File: src/sv/cursor_deque_list_manager_assert.svh
// Assertion helpers used by the controller of the cursor list manager.
`ifndef CURSOR_DEQUE_LIST_MANAGER_ASSERT_SVH
`define CURSOR_DEQUE_LIST_MANAGER_ASSERT_SVH

// Same-cycle implication, sampled on clk_i, off while rst_ni is low.
`define CDL_ASSERT_IMPL(lbl, ante, cons) \
  lbl: assert property (@(posedge clk_i) disable iff (!rst_ni) (ante) |-> (cons)) \
    else $error("assertion failed");

// Next-cycle implication, sampled on clk_i, off while rst_ni is low.
`define CDL_ASSERT_NEXT(lbl, ante, cons) \
  lbl: assert property (@(posedge clk_i) disable iff (!rst_ni) (ante) |=> (cons)) \
    else $error("assertion failed");

`endif

File: src/sv/cdl_pkg.sv
package cdl_pkg;

  typedef enum logic [4:0] {
    OP_CLEAR      = 5'd0,
    OP_INS_FIRST  = 5'd1,
    OP_INS_LAST   = 5'd2,
    OP_CUR_FIRST  = 5'd3,
    OP_CUR_LAST   = 5'd4,
    OP_RD_FIRST   = 5'd5,
    OP_RD_LAST    = 5'd6,
    OP_DEL_FIRST  = 5'd7,
    OP_DEL_LAST   = 5'd8,
    OP_DEL_AFTER  = 5'd9,
    OP_DEL_BEFORE = 5'd10,
    OP_INS_AFTER  = 5'd11,
    OP_INS_BEFORE = 5'd12,
    OP_RD_CUR     = 5'd13,
    OP_WR_CUR     = 5'd14,
    OP_NEXT       = 5'd15,
    OP_PREV       = 5'd16,
    OP_QUERY      = 5'd17
  } opcode_e;

  // Commands from the sequencer to the datapath.
  typedef struct packed {
    logic load_in;
    logic rd_a;
    logic rd_b;
    logic wr_a;
    logic wr_b;
    logic load_out;
  } ctrl_cmd_t;

endpackage

File: src/sv/cdl_ctrl.sv
module cdl_ctrl (
  input  logic               clk_i,
  input  logic               rst_ni,
  input  logic               in_valid_i,
  input  logic               out_ready_i,
  output logic               in_ready_o,
  output logic               out_valid_o,
  output cdl_pkg::ctrl_cmd_t cmd_o
);
  import cdl_pkg::*;

  typedef enum logic [4:0] {
    S_IDLE = 5'b00001,
    S_RD_A = 5'b00010,
    S_RD_B = 5'b00100,
    S_WR_A = 5'b01000,
    S_WR_B = 5'b10000
  } ctrl_state_e;

  ctrl_state_e state_q, state_d;
  logic        out_valid_q, out_valid_d;
  logic        out_free;

  assign out_free = !out_valid_q || out_ready_i;

  always_comb begin
    cmd_o          = '0;
    cmd_o.load_in  = (state_q == S_IDLE) && in_valid_i;
    cmd_o.rd_a     = (state_q == S_RD_A);
    cmd_o.rd_b     = (state_q == S_RD_B);
    cmd_o.wr_a     = (state_q == S_WR_A);
    cmd_o.wr_b     = (state_q == S_WR_B);
    cmd_o.load_out = (state_q == S_WR_B) && out_free;
  end

  always_comb begin
    state_d = state_q;
    unique case (state_q)
      S_IDLE: if (in_valid_i) state_d = S_RD_A;
      S_RD_A: state_d = S_RD_B;
      S_RD_B: state_d = S_WR_A;
      S_WR_A: state_d = S_WR_B;
      S_WR_B: if (out_free) state_d = S_IDLE;
      default: state_d = S_IDLE;
    endcase
  end

  always_comb begin
    out_valid_d = out_valid_q;
    if (out_valid_q && out_ready_i) out_valid_d = 1'b0;
    if (cmd_o.load_out) out_valid_d = 1'b1;
  end

  always_ff @(posedge clk_i or negedge rst_ni) begin
    if (!rst_ni) begin
      state_q     <= S_IDLE;
      out_valid_q <= 1'b0;
    end else begin
      state_q     <= state_d;
      out_valid_q <= out_valid_d;
    end
  end

  assign in_ready_o  = (state_q == S_IDLE);
  assign out_valid_o = out_valid_q;

`include "cursor_deque_list_manager_assert.svh"

  `CDL_ASSERT_NEXT(a_accept_starts, in_valid_i && in_ready_o, state_q == S_RD_A)
  `CDL_ASSERT_NEXT(a_rd_a_to_rd_b, state_q == S_RD_A, state_q == S_RD_B)
  `CDL_ASSERT_NEXT(a_stall_holds, (state_q == S_WR_B) && out_valid_q && !out_ready_i,
                   state_q == S_WR_B)
  `CDL_ASSERT_IMPL(a_result_from_wr_b, $rose(out_valid_q), $past(state_q == S_WR_B))

endmodule

File: config.mk
export PLATFORM = sky130hd
export DESIGN_NAME = cdl_ctrl
export DESIGN_NICKNAME = d
export VERILOG_FILES = /design/src/sv/cdl_pkg.sv /design/src/sv/cdl_ctrl.sv
export VERILOG_INCLUDE_DIRS = /design/src /design/src/sv
export SDC_FILE = /design/constraint.sdc
export NUM_CORES = 1
export LEC_CHECK = 0
export BUFFER_PORTS_ARGS = -buffer_cell sky130_fd_sc_hd__buf_2
export CAP_MARGIN = 20
export CORE_AREA = 2 2 39 41
export DETAILED_ROUTE_END_ITERATION = 10
export DIE_AREA = 0 0 41 43
export PLACE_DENSITY = 0.48
export SLEW_MARGIN = 20
export SYNTH_ARGS = -nofsm -noshare
export SYNTH_HDL_FRONTEND = slang
export SYNTH_SLANG_ARGS = --single-unit
export TNS_END_PERCENT = 10
File: constraint.sdc
create_clock -name clk_i -period 1.6 [get_ports clk_i]
set_input_delay 0.32 -clock clk_i [delete_from_list [all_inputs] [get_ports clk_i]]
set_output_delay 0.32 -clock clk_i [all_outputs]
set_load 0.05 [all_outputs]
==> results of run 1 <==
cell type report:
class                           instances  area [um^2]
Sequential cell                         6          151
Multi-Input combinational cell         23          180
Fill cell                             148          833
Clock buffer                            4         26.3
Timing Repair Buffer                   20          165
Tap cell                               16         20.0
Inverter                                2         7.51
cells in the mapped netlist:
library cell | number | area (um^2)
and3_1 | 2 | 12.5
nand4bb_1 | 1 | 11.3
o211a_1 | 1 | 10.0
nand3_1 | 1 | 5.00
nor2_1 | 4 | 15.0
dfstp_2 | 1 | 26.3
a21oi_1 | 1 | 5.00
a21o_1 | 1 | 7.51
or3_4 | 1 | 11.3
buf_4 | 2 | 15.0
nand2_1 | 1 | 3.75
nor3b_4 | 1 | 18.8
a21boi_2 | 1 | 11.3
and2_1 | 2 | 12.5
nor3_1 | 2 | 10.0
nand2b_1 | 1 | 6.26
inv_1 | 2 | 7.51
o22ai_1 | 1 | 6.26
dfrtp_1 | 5 | 125
o21ai_0 | 1 | 5.00
xor2_1 | 1 | 8.76
logic make-up (layout without fill, tap and decap cells):
group	Yosys count	count (layout)
compound gates	6	6
xor+xnor	1	1
buf+inv	4	26
simple gates	16	16
flops	6	6
worst max-delay path: stages (launching register included):
cell and delay (ns):
dfrtp_1 0.37, or3_4 0.38, nor3b_4 0.20, a21boi_4 0.22, buf_6 0.18
worst paths after layout:
check	startpoint	to	slack, ns	cells after the start
max	state_q[1]	cmd_o[0]	-0.32	4
min	in_valid_i	state_q[0]	0.26	2
min reg2reg	out_valid_o	out_valid_o	0.58	1
max in group asynchronous	rst_ni	state_q[0]	0.95	2
max reg2reg	state_q[1]	state_q[0]	0.29	4
min in group asynchronous	rst_ni	state_q[1]	0.42	2
where the power goes:
part	total, mW	switching, mW	internal, mW
clock	0.153	0.0586	0.0947
sequential	0.224	0.0235	0.200
combinational	0.621	0.358	0.263
total	0.998	0.440	0.558
flip-flops by register name, indices dropped and copies added (netlist names):
name	cells
state_q	5
out_valid_o	1
through the flow:
| step | worst slack, ns | util, % | instances | total power [mW] | cell area, um^2 |
|---|---|---|---|---|---|
| 2_1_floorplan | -0.483 | - | 33 | 0.598 | 338 |
| 3_3_place_gp | -0.0669 | 32.8 | 66 | 0.764 | 454 |
| 3_5_place_dp | -0.0813 | 32.8 | 66 | 0.765 | 454 |
| 4_1_cts | -0.286 | 38.6 | 71 | 0.976 | 534 |
| 5_1_grt | -0.407 | 39.8 | 71 | 1.07 | 551 |
| 6_report | -0.316 | 39.8 | 71 | 0.998 | 551 |
routing by layer:
layer	share of wire, %	wire length, um	GRT usage (%)	up-vias
li1	-	-	-	157
met1	46	357	14.5	143
met2	51	390	15.6	5
met3	3.1	24	4.71	0
met4	0	0	6.00	0
met5	0	0	0	-
what timing repair did:
item	CTS	global route
resized for setup	14	4
hold buffers	1	0
hold endpoints to repair	5	0
setup endpoints to repair	7	7
pin swaps	0	0
cloned	0	0
==> results.sh, run 1 <==
export IMPL_port_buffers=11
export IMPL_holdWs_ns=0.261
export IMPL_grt_max_degree=8
export IMPL_hold_class="input pin to register"
export IMPL_syn_nets=37
export IMPL_drv_slew=0
export IMPL_final_antenna_net_count=0
export IMPL_gr_total_overflow=0
export IMPL_avgSynthCellArea_um2=10.1
export IMPL_synth_compound_area_share_pct=13.5
export IMPL_worst_slew_pin_slew_ns=0.267
export IMPL_initial_core_util_pct=24.1
export IMPL_rsz0062_at_grt="yes"
export IMPL_die_area_um2=1760
export IMPL_antenna_found_initial=0
export IMPL_dp_hpwl_um=553
export IMPL_grt_pass1_vias=287
export IMPL_violations="negative setup slack"
export IMPL_firstDrtPassIters=1
export IMPL_status="finished with violations"
export IMPL_synth_seq_area_share_pct=45.3
export IMPL_finalSetupViolCount=5
export IMPL_cts_sinks=6
export IMPL_relSlewSlack_pct=82.3
export IMPL_crit_fanout=2
export IMPL_grt_pass1_wl_mm=1.28
export IMPL_cts_root_buf="clkbuf_4"
export IMPL_finalCriticalPeriod_ns=1.92
export IMPL_grt_util_all_layers_pct=11.3
export IMPL_globalplace_congestion=0.683
export IMPL_synth_seq_cells=6
export IMPL_power_density_nw_per_um2=1810
export IMPL_fin_ws_ns=-0.316
export IMPL_dr_first_iter_drc_count=0
export IMPL_rows=14
export IMPL_required_ns=1.28
export IMPL_path_clk_slew_ns=0.05
export IMPL_ir_worst_vdd_uv=918
export IMPL_max_freq_mhz=522
export IMPL_timing_final_crit_share_pct=120
export IMPL_cap_violations=0
export IMPL_synth_area_um2=334
export IMPL_wl_per_cell_um=10.9
export IMPL_nNetsFinal=60
export IMPL_route_detailed_drc=0
export IMPL_vias_per_cell=4.30
export IMPL_area_delta_synth_final_pct=64.8
export IMPL_clock_latency_ns=0.25
export IMPL_synth_distinct_cells=21
export IMPL_cp_start_kind="register"
export IMPL_synth_top_family_by_area="simple AND/OR/NAND/NOR gates"
export IMPL_vias=305
export IMPL_yosys_warnings=0
export IMPL_postSynthCellCount=33
export IMPL_clockBufferDepth=2
export IMPL_arrival_ns=1.60
export IMPL_leakagePower_nw=0.280
export IMPL_synth_adder_area_share_pct=0
export IMPL_die_h_um=43
export IMPL_post_cts_buffers=0
export IMPL_synthMuxAreaShare_pct=0
export IMPL_pin_count=12
export IMPL_wl_um=772
export IMPL_n_antenna_cell=0
export IMPL_cts_tree="built"
export IMPL_layout_commonest_cell="buf_4"
export IMPL_drive_gt1_share_pct=52.7
export IMPL_layout_common_cells="buf_4 (10), dfrtp_1 (5), buf_2 (4), buf_6 (4)"
export IMPL_numCtsBuffers=3
export IMPL_synth_simple_area_share_pct=31.8
export IMPL_htreeDepth=1
export IMPL_endpoint_kind="output pin"
export IMPL_hold_violations=0
export IMPL_core_area_um2=1380
export IMPL_fin_worst_skew_ns=0.0110
export IMPL_die_width_um=41
export IMPL_setup_tns_ns=-0.812
export IMPL_crit_type="register to output pin"
export IMPL_synth_xor_area_share_pct=2.62
No activity file was read; power rests on OpenSTA's default activity.
==> run 2, diff against run 1 <==
Settings changed: PLACE_DENSITY 0.48 to 0.46, REMOVE_ABC_BUFFERS set to 1, SKIP_LAST_GASP set to 1.
Clock period 1.6 ns to 2.45 ns, I/O delays scaled along.
==> run 2 against run 1 <==
  * Clock skew decreased by 0.0043 ns
  * Register-to-register slack improved by 0.89 ns
  * The flow now finishes without violations
  * Combinational power decreased by 57%
  * Critical path type unchanged
  * Utilization decreased by 9.4 points
  * Sequential power decreased by 23%
  * Highest routed layer unchanged
  * Wire length decreased by 27%
==> results.sh, run 2 (synthesis gave the netlist of run 1 again) <==
export IMPL_path_delay_family="simple AND/OR/NAND/NOR gates"
export IMPL_antenna_found_initial=0
export IMPL_finalCriticalPeriod_ns=2.27
export IMPL_worst_slew_pin_slew_ns=0.280
export IMPL_path_clk_slew_ns=0.05
export IMPL_fin_worst_skew_ns=0.00667
export IMPL_drv_slew=0
export IMPL_hold_class="input pin to asynchronous set/reset pin"
export IMPL_crit_type="register to output pin"
export IMPL_initial_core_util_pct=24.1
export IMPL_required_ns=1.96
export IMPL_cpPeakStageDelay_ns=0.44
export IMPL_post_cts_buffers=0
export IMPL_r2r_cells=3
export IMPL_p_comb_share_pct=49.7
export IMPL_rsz0062_at_grt="no"
export IMPL_grt_pass1_vias=226
export IMPL_power_density_nw_per_um2=1270
export IMPL_area_delta_synth_final_pct=25.8
export IMPL_timing_final_crit_share_pct=92.5
export IMPL_cap_violations=0
export IMPL_r2r_slack_ns=1.18
export IMPL_crit_fanout=8
export IMPL_drive_gt1_share_pct=39.1
export IMPL_core_area_um2=1380
export IMPL_worstPathCellList="or3_4 > nor3b_4 > a21boi_2 > buf_2"
export IMPL_layout_common_cells="buf_2 (11), dfrtp_1 (5), nor2_1 (4)"
export IMPL_holdBufCountCts=0
export IMPL_timing_rr_end="out_valid_o"
export IMPL_arrival_ns=1.78
export IMPL_leakagePower_nw=0.225
export IMPL_rows=14
export IMPL_setup_tns_ns=0
export IMPL_regMostFlops="state_q"
export IMPL_die_width_um=41
export IMPL_grt_max_degree=9
export IMPL_grt_util_all_layers_pct=8.40
export IMPL_htreeDepth=1
export IMPL_vias_per_cell=4.37
export IMPL_stdcell_count=62
export IMPL_pin_count=12
export IMPL_firstDrtPassIters=2
export IMPL_endpoint_kind="output pin"
export IMPL_cp_start_kind="register"
export IMPL_dr_first_iter_drc_count=7
export IMPL_n_antenna_cell=0
export IMPL_grt_pass1_wl_um=903
export IMPL_finalSetupViolCount=0
export IMPL_layout_commonest_cell="buf_2"
export IMPL_route_detailed_drc=0
export IMPL_cts_tree="built"
export IMPL_post_route_util_pct=30.4
export IMPL_largest_reg_flops=5
export IMPL_final_antenna_net_count=0
export IMPL_numCtsBuffers=3
export IMPL_max_freq_mhz=441
export IMPL_wl_um=562
export IMPL_ir_worst_vdd_uv=816
export IMPL_netSwitchingPower_mw=0.254
export IMPL_wl_per_cell_um=9.06
export IMPL_nNetsFinal=51
export IMPL_r2r_start="state_q[1]"
export IMPL_crit_buf_inv=1
export IMPL_status="complete, no violations"
export IMPL_power_share_clock_pct=18.2
export IMPL_internal_power_mw=0.281
export IMPL_dp_cells=58
export IMPL_cts_resized=0
export IMPL_cts_sinks=6
export IMPL_dp_hpwl_um=459
export IMPL_pwr_share_seq_pct=32.2
export IMPL_clockBufferDepth=2
export IMPL_p_total_mw=0.535
export IMPL_port_buffers=11
export IMPL_fin_ws_ns=0.184
export IMPL_globalplace_congestion=0.664
export IMPL_relSlewSlack_pct=81.3
export IMPL_die_area_um2=1760
export IMPL_dp_slack_ns=0.433
export IMPL_gr_total_overflow=0
export IMPL_cts_root_buf="clkbuf_4"
export IMPL_slowest_stage="dfrtp_1"
export IMPL_hold_violations=0
export IMPL_vias=271
export IMPL_swShare_pct=47.4
export IMPL_die_h_um=43
export IMPL_clock_latency_ns=0.24
-- run 2: changes by cell type in the layout (fill, tap and decap cells not counted), sizes merged --
cell         before  now
buf              19   11
dlygate4sd3       1    0
-- run 2: cell type report --
class,instances,area (um^2)
multi-input cells,23,160
repair buffers,11,55.1
clock buffers,4,26.3
flip-flops and latches,6,151
fillers,151,963
inverters,2,7.51
well taps,16,20.0
-- run 2: power groups by stage --
stage          Combinational [mW]  Clock, mW  Sequential (mW)
2_1_floorplan               0.221          0            0.168
5_1_grt                     0.292      0.110            0.177
4_1_cts                     0.270      0.103            0.172
6_report                    0.266     0.0972            0.172
3_5_place_dp                0.269          0            0.173
3_3_place_gp                0.271          0            0.174
-- run 2: metrics by stage --
step | cell area, um^2 | hold slack, ns
6_report | 420 | 0.0591
5_1_grt | 420 | 0.0496
4_1_cts | 420 | 0.0566
3_5_place_dp | 394 | 0.322
3_3_place_gp | 394 | 0.324
2_1_floorplan | 319 | 0.194
-- run 2: worst max-delay path by stage --
stage                     startpoint       end  slack, ns  cells after the start
after global routing      state_q[1]  cmd_o[0]       0.09                      4
after CTS                 state_q[1]  cmd_o[0]       0.17                      4
after detailed placement  state_q[1]  cmd_o[0]       0.43                      4
after floorplan           state_q[1]  cmd_o[0]      -0.02                      3
final                     state_q[1]  cmd_o[0]       0.18                      4
after global placement    state_q[1]  cmd_o[0]       0.43                      4
-- run 2: routing by layer --
metal / wire length [um] / track usage (%)
met3: 44 / 7.85
met5: 0 / 0
met2: 284 / 10.6
met4: 0 / 4.00
met1: 233 / 9.24
==> run 3, diff against run 2 <==
Settings changed: BUFFER_PORTS_ARGS -buffer_cell sky130_fd_sc_hd__buf_2 to -buffer_cell sky130_fd_sc_hd__buf_4.
Clock period 2.45 ns to 2.4 ns, I/O delays scaled along.
==> run 3 against run 2 <==
  * Final area up 6.5%
  * Non-clock buffer count unchanged
  * Power up 7.8%
  * First-iteration DRC count up 43%
  * Flip-flop and latch count unchanged
  * Sequential power up 3%
  * Critical path type unchanged
  * Largest power group unchanged
==> results.sh, run 3 (synthesis gave the netlist of run 1 again) <==
export IMPL_setup_tns_ns=0
export IMPL_route_detailed_drc=0
export IMPL_cap_violations=0
export IMPL_finalCriticalPeriod_ns=2.23
export IMPL_arrival_ns=1.75
export IMPL_vias_per_cell=4.63
export IMPL_numCtsBuffers=3
export IMPL_layout_commonest_cell="buf_4"
export IMPL_worstPathCellList="or3_4 > nor3b_4 > a21boi_2 > buf_4"
export IMPL_regArea_um2=151
export IMPL_area_delta_synth_final_pct=34.1
export IMPL_cts_sinks=6
export IMPL_finalSetupViolCount=0
export IMPL_die_h_um=43
export IMPL_initial_core_util_pct=24.1
export IMPL_timing_final_crit_share_pct=93.1
export IMPL_holdWs_ns=0.0166
export IMPL_cp_start_kind="register"
export IMPL_core_area_um2=1380
export IMPL_crit_type="register to output pin"
export IMPL_largest_reg_flops=5
export IMPL_post_cts_buffers=0
export IMPL_grt_max_degree=9
export IMPL_regMostFlops="state_q"
export IMPL_hold_violations=0
export IMPL_netSwitchingPower_mw=0.271
export IMPL_cpPeakStageDelay_ns=0.44
export IMPL_clockBufferDepth=2
export IMPL_final_antenna_net_count=0
export IMPL_fillers=153
export IMPL_cts_resized=0
export IMPL_ir_worst_vdd_uv=572
export IMPL_cts_root_buf="clkbuf_4"
export IMPL_antenna_found_initial=0
export IMPL_vias=287
export IMPL_dr_first_iter_drc_count=10
export IMPL_leakagePower_nw=0.228
export IMPL_worst_slew_pin_slew_ns=0.278
export IMPL_dp_hpwl_um=532
export IMPL_swShare_pct=46.9
export IMPL_port_buffers=11
export IMPL_rows=14
export IMPL_clock_latency_ns=0.26
export IMPL_fin_worst_skew_ns=0.0172
export IMPL_p_comb_share_pct=51.2
export IMPL_grt_pass1_wl_mm=1.17
export IMPL_slowest_stage="dfrtp_1"
export IMPL_drive_gt1_share_pct=39.1
export IMPL_dp_cells=58
export IMPL_final_area_um2=448
export IMPL_power_share_clock_pct=18.0
export IMPL_die_width_um=41
export IMPL_cts_tree="built"
export IMPL_wl_per_cell_um=11.0
export IMPL_htreeDepth=1
export IMPL_placed_cell_area_um2=422
export IMPL_post_route_util_pct=32.4
export IMPL_endpoint_kind="output pin"
export IMPL_grt_util_all_layers_pct=10.7
export IMPL_crit_fanout=8
export IMPL_pin_count=12
export IMPL_pwr_share_seq_pct=30.8
export IMPL_globalplace_congestion=0.742
export IMPL_internal_power_mw=0.307
export IMPL_status="complete, no violations"
export IMPL_holdBufCountCts=0
export IMPL_multi_input_area_um2=160
export IMPL_nNetsFinal=51
export IMPL_max_freq_mhz=448
export IMPL_power_density_nw_per_um2=1290
export IMPL_gr_total_overflow=0
export IMPL_drv_slew=0
export IMPL_grt_pass1_vias=287
export IMPL_required_ns=1.92
export IMPL_wl_um=681
export IMPL_rsz0062_at_grt="no"
export IMPL_hold_class="input pin to asynchronous set/reset pin"
export IMPL_firstDrtPassIters=4
export IMPL_layout_common_cells="buf_4 (11), dfrtp_1 (5), nor2_1 (4)"
export IMPL_stdcell_count=62
export IMPL_n_antenna_cell=0
export IMPL_relSlewSlack_pct=81.4
export IMPL_die_area_um2=1760
export IMPL_path_clk_slew_ns=0.06
run 3: final timing paths:
| kind | from | end | slack, ns | cells past startpoint |
|---|---|---|---|---|
| worst max-delay path | state_q[1] | cmd_o[0] | 0.17 | 4 |
| worst min-delay path | rst_ni | out_valid_o | 0.02 | 1 |
| worst max register to register | state_q[1] | state_q[0] | 1.11 | 3 |
| worst min register to register | out_valid_o | out_valid_o | 0.55 | 1 |
| max in group asynchronous | rst_ni | state_q[0] | 2.16 | 1 |
| min in group clk_i | in_valid_i | state_q[0] | 0.41 | 2 |
run 3: final cells by class:
type	count	area share [%]
inverter	2	1.68
sequential	6	33.8
clock buffer	4	5.87
timing repair buffer	11	18.4
multi-input combinational	23	35.8
tap	16	4.47
run 3: critical path: cells and delay by family (launching register included):
family | cells | cell delay, ns
AO/OA/AOI/OAI | 1 | 0.19
flip-flops | 1 | 0.44
AND/OR/NAND/NOR | 2 | 0.67
buffers and inverters | 1 | 0.21
run 3: layer usage:
layer	up-vias	global-route usage, %	routed length [um]
met5	-	0	0
met4	0	6.00	0
met3	0	7.85	48
met2	11	15.6	365
met1	139	10.6	267
li1	137	-	-
run 3: power by group through the flow:
stage	Clock, mW	Sequential, mW	Combinational (mW)
floorplan	0	0.171	0.225
global placement	0	0.177	0.293
detailed placement	0	0.178	0.298
CTS	0.111	0.177	0.300
global route	0.117	0.184	0.323
finish	0.104	0.178	0.296
run 3: per-stage QoR:
step                setup slack, ns  power [mW]
detailed placement            0.424       0.476
global placement              0.455       0.470
global route                 0.0764       0.623
CTS                           0.151       0.587
finish                        0.166       0.577
floorplan                   -0.0562       0.396
